<file path="config.mk">
export PLATFORM = sky130hd
export DESIGN_NAME = smat_ctrl
export DESIGN_NICKNAME = d
export VERILOG_FILES = /design/src/rtl/smat_pkg.sv /design/src/rtl/smat_ctrl.sv
export SDC_FILE = /design/constraint.sdc
export NUM_CORES = 1
export LEC_CHECK = 0
export ABC_AREA = 1
export BUFFER_PORTS_ARGS = -buffer_cell sky130_fd_sc_hd__buf_4
export CAP_MARGIN = 20
export CORE_AREA = 5 5 196 198
export CTS_CLUSTER_DIAMETER = 60
export DETAILED_ROUTE_END_ITERATION = 8
export DIE_AREA = 0 0 201 203
export SETUP_SLACK_MARGIN = 0.5
export SLEW_MARGIN = 5
export SYNTH_ARGS = -nofsm -noshare
export SYNTH_HDL_FRONTEND = slang
export SYNTH_SLANG_ARGS = --single-unit
</file>
<file path="constraint.sdc">
create_clock -name i_clk -period 7.1 [get_ports i_clk]
set_input_delay 0.71 -clock i_clk [delete_from_list [all_inputs] [get_ports i_clk]]
set_output_delay 0.71 -clock i_clk [all_outputs]
set_load 0.005 [all_outputs]
</file>
<file path="src/rtl/smat_pkg.sv">
package smat_pkg;

    // Fixed field widths
    localparam int CMD_W      = 2;
    localparam int SIZE_W     = 40;
    localparam int ADDR_W     = 64;
    localparam int USERS_W    = 6;
    localparam int IN_DATA_W  = SIZE_W + ADDR_W;   // 104 bits, 13 bytes
    localparam int OUT_DATA_W = ADDR_W + SIZE_W;   // 104 bits, 13 bytes

    // Significant bits of a size key
    localparam int SIZE_BITS  = SIZE_W;

    // Configuration port
    localparam int CFG_INDEX_W = 2;
    localparam int CFG_DATA_W  = 40;

    // Commands
    localparam logic [CMD_W-1:0] CMD_LOOKUP   = 2'd0;
    localparam logic [CMD_W-1:0] CMD_REGISTER = 2'd1;
    localparam logic [CMD_W-1:0] CMD_CLEAR    = 2'd2;

    // Register indexes
    localparam logic [CFG_INDEX_W-1:0] REG_ALIAS_ENABLE = 2'd0;
    localparam logic [CFG_INDEX_W-1:0] REG_LEAF_SIZE    = 2'd1;
    localparam logic [CFG_INDEX_W-1:0] REG_USER_LIMIT   = 2'd2;

    // Reset values and limits
    localparam logic [SIZE_W-1:0]  LEAF_SIZE_RESET = 40'd2097152;
    localparam logic [USERS_W-1:0] DEFAULT_LIMIT   = 6'd8;
    localparam logic [USERS_W-1:0] MAX_LIMIT       = 6'd32;

    // One table entry
    typedef struct packed {
        logic [SIZE_W-1:0]  size;
        logic [ADDR_W-1:0]  addr;
        logic [USERS_W-1:0] users;
        logic [USERS_W-1:0] limit;
    } t_entry;

    // Configuration registers
    typedef struct packed {
        logic               enable;
        logic [SIZE_W-1:0]  leaf_size;
        logic [USERS_W-1:0] user_limit;
    } t_cfg;

    // One result item
    typedef struct packed {
        logic               aliased;
        logic [ADDR_W-1:0]  alias_addr;
        logic [SIZE_W-1:0]  map_size;
    } t_result;

endpackage

</file>
<file path="src/rtl/smat_ctrl.sv">
module smat_ctrl
    import smat_pkg::*;
#(
    parameter int TABLE_ENTRIES = 64,
    parameter int IDX_W         = 6,
    parameter int CNT_W         = 7
) (
    input  logic              i_clk,
    input  logic              i_rst_n,
    input  t_cfg              i_cfg,
    // item in
    input  logic              i_valid,
    output logic              o_ready,
    input  logic [CMD_W-1:0]  i_cmd,
    input  logic [SIZE_W-1:0] i_size,
    input  logic [ADDR_W-1:0] i_addr,
    // result out
    output logic              o_res_valid,
    input  logic              i_res_ready,
    output t_result           o_res,
    // table memory
    output logic              o_mem_we,
    output logic [IDX_W-1:0]  o_mem_waddr,
    output t_entry            o_mem_wdata,
    output logic [IDX_W-1:0]  o_mem_raddr,
    input  t_entry            i_mem_rdata
);

    localparam logic [SIZE_W:0] KEY_ONES = (SIZE_W + 1)'(1) << SIZE_BITS;
    localparam logic [SIZE_W-1:0] KEY_MASK =
        (SIZE_BITS >= SIZE_W) ? {SIZE_W{1'b1}} : SIZE_W'(KEY_ONES - (SIZE_W + 1)'(1));
    localparam logic [CNT_W-1:0] FULL_COUNT = CNT_W'(TABLE_ENTRIES);

    typedef enum logic [1:0] {
        S_IDLE,
        S_SCAN,
        S_DONE
    } t_state;

    t_state              r_state, n_state;
    logic [CNT_W-1:0]    r_used, n_used;
    logic [IDX_W-1:0]    r_idx, n_idx;
    logic [SIZE_W-1:0]   r_key, n_key;
    logic                r_hit, n_hit;
    logic [ADDR_W-1:0]   r_alias, n_alias;

    logic [SIZE_W-1:0]   key;
    logic [SIZE_W-1:0]   leaf;
    logic [USERS_W-1:0]  new_limit;
    logic [CNT_W-1:0]    idx_next;
    logic                entry_match;
    logic                accept;

    assign key       = i_size & KEY_MASK;
    assign leaf      = i_cfg.leaf_size & KEY_MASK;
    assign accept    = i_valid && (r_state == S_IDLE);
    assign idx_next  = CNT_W'(r_idx) + CNT_W'(1);
    assign new_limit = (i_cfg.user_limit == '0 || i_cfg.user_limit > MAX_LIMIT)
                       ? DEFAULT_LIMIT : i_cfg.user_limit;
    assign entry_match = (i_mem_rdata.size == r_key) &&
                         (i_mem_rdata.users < i_mem_rdata.limit);

    // Sequencer: decode, scan one entry per cycle, hold result
    always_comb begin
        n_state     = r_state;
        n_used      = r_used;
        n_idx       = r_idx;
        n_key       = r_key;
        n_hit       = r_hit;
        n_alias     = r_alias;
        o_mem_we    = 1'b0;
        o_mem_waddr = r_idx;
        o_mem_wdata = i_mem_rdata;
        o_mem_raddr = '0;

        unique case (r_state)
            S_IDLE: begin
                if (accept) begin
                    n_hit   = 1'b0;
                    n_key   = key;
                    n_idx   = '0;
                    n_state = S_DONE;
                    unique case (i_cmd)
                        CMD_LOOKUP: begin
                            if (i_cfg.enable && key != '0 && key <= leaf && r_used != '0) begin
                                n_state = S_SCAN;
                            end
                        end
                        CMD_REGISTER: begin
                            if (i_cfg.enable && key != '0 && r_used < FULL_COUNT) begin
                                o_mem_we          = 1'b1;
                                o_mem_waddr       = r_used[IDX_W-1:0];
                                o_mem_wdata.size  = key;
                                o_mem_wdata.addr  = i_addr;
                                o_mem_wdata.users = USERS_W'(1);
                                o_mem_wdata.limit = new_limit;
                                n_used            = r_used + CNT_W'(1);
                            end
                        end
                        CMD_CLEAR: begin
                            n_used = '0;
                        end
                        default: begin
                        end
                    endcase
                end
            end
            S_SCAN: begin
                if (entry_match) begin
                    // claim one more user, write back in place
                    o_mem_we          = 1'b1;
                    o_mem_waddr       = r_idx;
                    o_mem_wdata.users = i_mem_rdata.users + USERS_W'(1);
                    n_hit             = 1'b1;
                    n_alias           = i_mem_rdata.addr;
                    n_state           = S_DONE;
                end else if (idx_next < r_used) begin
                    o_mem_raddr = idx_next[IDX_W-1:0];
                    n_idx       = idx_next[IDX_W-1:0];
                end else begin
                    n_state = S_DONE;
                end
            end
            S_DONE: begin
                if (i_res_ready) begin
                    n_state = S_IDLE;
                end
            end
            default: begin
                n_state = S_IDLE;
            end
        endcase
    end

    always_ff @(posedge i_clk) begin
        if (!i_rst_n) begin
            r_state <= S_IDLE;
            r_used  <= '0;
        end else begin
            r_state <= n_state;
            r_used  <= n_used;
        end
        r_idx   <= n_idx;
        r_key   <= n_key;
        r_hit   <= n_hit;
        r_alias <= n_alias;
    end

    assign o_ready          = (r_state == S_IDLE);
    assign o_res_valid      = (r_state == S_DONE);
    assign o_res.aliased    = r_hit;
    assign o_res.alias_addr = r_hit ? r_alias : '0;
    assign o_res.map_size   = r_hit ? r_key : '0;

endmodule

</file>
==> results.py <==
metrics = {
    "placed_design": {
        "gp_congestion": 0.895,
        "pre_cts_slack_ps": 2750,
        "postPlaceCellArea_um2": 13200,
        "dp_hpwl_um": 31400,
        "portBuffers": 508,
    },
    "sta": {
        "setup_tns_ps": 0,
        "rsz0062_at_grt": "no",
        "finalCriticalPeriod_ps": 4450,
        "slew_headroom_pct": 33.3,
        "fmax_mhz": 225,
        "worst_slew_pin_slew_ps": 1000,
        "fin_skew_ps": 13.6,
        "setup_viol": 0,
        "period_share_pct": 62.6,
        "finalWorstSetupSlack_ps": 2650,
        "finalMaxSlewViolations": 0,
        "hold_violations": 0,
    },
    "cts": {
        "worstSkewPairLatency_ps": 440,
        "postCtsHoldBufs": 0,
        "htreeDepth": 4,
        "numCtsBuffers": 17,
        "cts_tree": "yes",
        "path_clk_slew_ps": 70,
        "numClockSinks": 120,
        "cts_resized": 0,
        "cts-root-buf": "clkbuf_16",
        "cts_setup_buffers": 0,
        "cts_buffer_depth": 2,
    },
    "critical_path": {
        "worstPathCellList": "nor2_4, nand2_2, nor4_4, nand3_4, buf_12, o21ai_0, buf_4",
        "path_class": "reg -> out",
        "crit_start": "r_state[1]",
        "worst_ep_required_time_ps": 6390,
        "critPathSlowestCell": "nand3_4",
        "cp-end-kind": "output port",
        "r2r-start": "r_key[0]",
        "cpPeakStageDelay_ps": 770,
        "start_kind": "register",
        "crit_fanout": 165,
        "critPathArrivalTime_ps": 3740,
        "path_buf_inv": 2,
        "cp_top_family": "simple AND/OR/NAND/NOR gates",
    },
    "drt": {
        "drt-total-wl_um": 37700,
        "drtIter0Drc": 414,
        "first_pass_iters": 5,
        "viasPerCell": 4.28,
        "wire_per_inst_um": 16.6,
        "ant_nets": 0,
        "via_count": 9711,
        "remaining_drc_errors": 0,
    },
    "logic_synthesis": {
        "synth-seq-cells": 120,
        "yosysUniqueCellTypes": 32,
        "synth_top_area_share_pct": 37.1,
        "synthMuxAreaShare_pct": 0,
        "ys_top_cells_by_area": "edfxtp_1, nand2_1, inv_1",
        "synth-compound-area-share_pct": 9.91,
        "yosys.cell_count.top_type": "nand2_1",
        "synth_top_family_by_area": "simple AND/OR/NAND/NOR gates",
        "synth_fp_nets": 1622,
        "syn-cell-area_um2": 8980,
        "ys.flop_type": "edfxtp_1",
        "synthTopCellsByCount": "nand2_1, inv_1, edfxtp_1, o21ai_0, nor2_1",
        "synth.avg_cell_area_um2": 6.94,
        "yosys.area_share.simple_pct": 23.8,
        "synthXorXnorAreaFrac_pct": 2.54,
        "async_reset_ff_share_pct": 0,
        "synth_top_area_cell": "edfxtp_1",
        "synth_edf_count": 111,
        "synthCells": 1294,
        "synth_fa_ha_area_share_pct": 7.66,
        "yosysWarnings": 0,
        "ys_seq_area_share_pct": 39.1,
    },
    "layout": {
        "area_growth_syn_to_layout_pct": 53.9,
        "design_area_um2": 13800,
        "fillers": 3817,
        "num-nets-final": 2114,
        "n_antenna_cell": 0,
        "drive_gt1_share_pct": 31.2,
    },
    "global_route": {
        "grt_max_degree": 166,
        "grt_pass1_wl_um": 55900,
        "gr-total-overflow": 0,
        "gr-usage-all-layers_pct": 17.8,
        "grt_pass1_vias": 9738,
        "antenna_found_initial": 0,
    },
    "floorplan": {
        "num_io_pins": 509,
        "start_util_pct": 24.7,
        "die_w_um": 201,
        "coreArea_um2": 36300,
        "row_count": 70,
        "die-area_um2": 40800,
        "die_h_um": 203,
    },
    "run_status": {
        "status": "complete, no violations",
    },
    "power": {
        "leakage_nw": 8.04,
        "max-vdd-ir-drop_uv": 164,
        "pwr_density_cell_nw_per_um2": 163,
        "power_mw": 2.26,
    },
    "worst_hold_path": {
        "hold_start": "i_mem_rdata[20]",
        "hp-class": "in -> reg",
    },
    "job": {
        "maxCapViolations": 0,
    },
}
==> cell families (layout without fill, tap and decap cells) <==
logic type,Yosys count,count (layout)
simple gates,537,537
buf+inv,391,896
compound gates,165,165
flops,120,120
fa+ha+maj,55,55
xor+xnor,26,26
==> final cells by class <==
| type | instances | area, um^2 | area share (%) |
|---|---|---|---|
| multi-input combinational | 783 | 3960 | 28.6 |
| timing repair buffer | 513 | 3860 | 28.0 |
| sequential | 120 | 3510 | 25.4 |
| inverter | 351 | 1320 | 9.53 |
| tap | 468 | 586 | 4.24 |
| clock buffer | 20 | 437 | 3.16 |
| clock inverter | 12 | 150 | 1.09 |
==> power breakdown <==
group          total, mW  switching [mW]  internal [mW]
Clock              0.892           0.342          0.550
Combinational      0.546           0.273          0.273
Sequential         0.818          0.0182          0.800
==> cell usage in the layout, fill, tap and decap left out, drive strengths merged <==
master      n
buf       513
nand2     406
inv       351
o21ai     112
edfxtp    111
nor2       81
ha         55
a21oi      48
nand3      26
clkbuf     20
xor2       14
xnor2      12
nand4       9
dfxtp       9
nor4        7
clkinv      5
clkinvlp    4
nor3        3
bufinv      3
or2         2
and3b       1
nand3b      1
o211ai      1
nor3b       1
a21o        1
o21bai      1
o21a        1
o22ai       1
==> through the flow <==
stage	utilization (%)	instances	hold WS (ps)
global placement	36.4	2235	510
floorplan	-	1294	487
finish	38.0	2267	456
CTS	38.0	2267	420
detailed placement	36.4	2235	510
global route	38.0	2267	426
==> worst reg2reg max path, stage by stage (launching register included) <==
cell and delay (ps):
edfxtp_1 440, xnor2_1 300, nand2_1 80, nor2_1 100, nand2_1 90, nor2_1 150
nand3_1 360, inv_1 240, nand2_1 210, inv_2 120, buf_4 640
==> final timing paths <==
check / end / slack [ps] / cells past startpoint
setup / recovery: o_mem_wdata[72] / 2650 / 7
hold / removal: r_alias[8] / 460 / 1
setup reg to reg: r_alias[54] / 3910 / 10
hold reg to reg: r_used[5] / 530 / 2
==> sequential cells by signal, summed over array words and instances, names as in the netlist <==
name,cells
r_alias,64
r_hit,1
r_key,40
r_idx,6
r_used,7
r_state,2
==> metal layers <==
| layer | wire length (um) | vias to the layer above | track usage, % | part of all wire, % |
|---|---|---|---|---|
| met3 | 2820 | 43 | 4.97 | 7.5 |
| met5 | 0 | - | 0 | 0 |
| met4 | 1310 | 0 | 7.55 | 3.5 |
| li1 | - | 4905 | - | - |
| met2 | 18900 | 396 | 31.9 | 50 |
| met1 | 14700 | 4367 | 19.8 | 39 |
No activity file was read; power rests on OpenSTA's default activity.
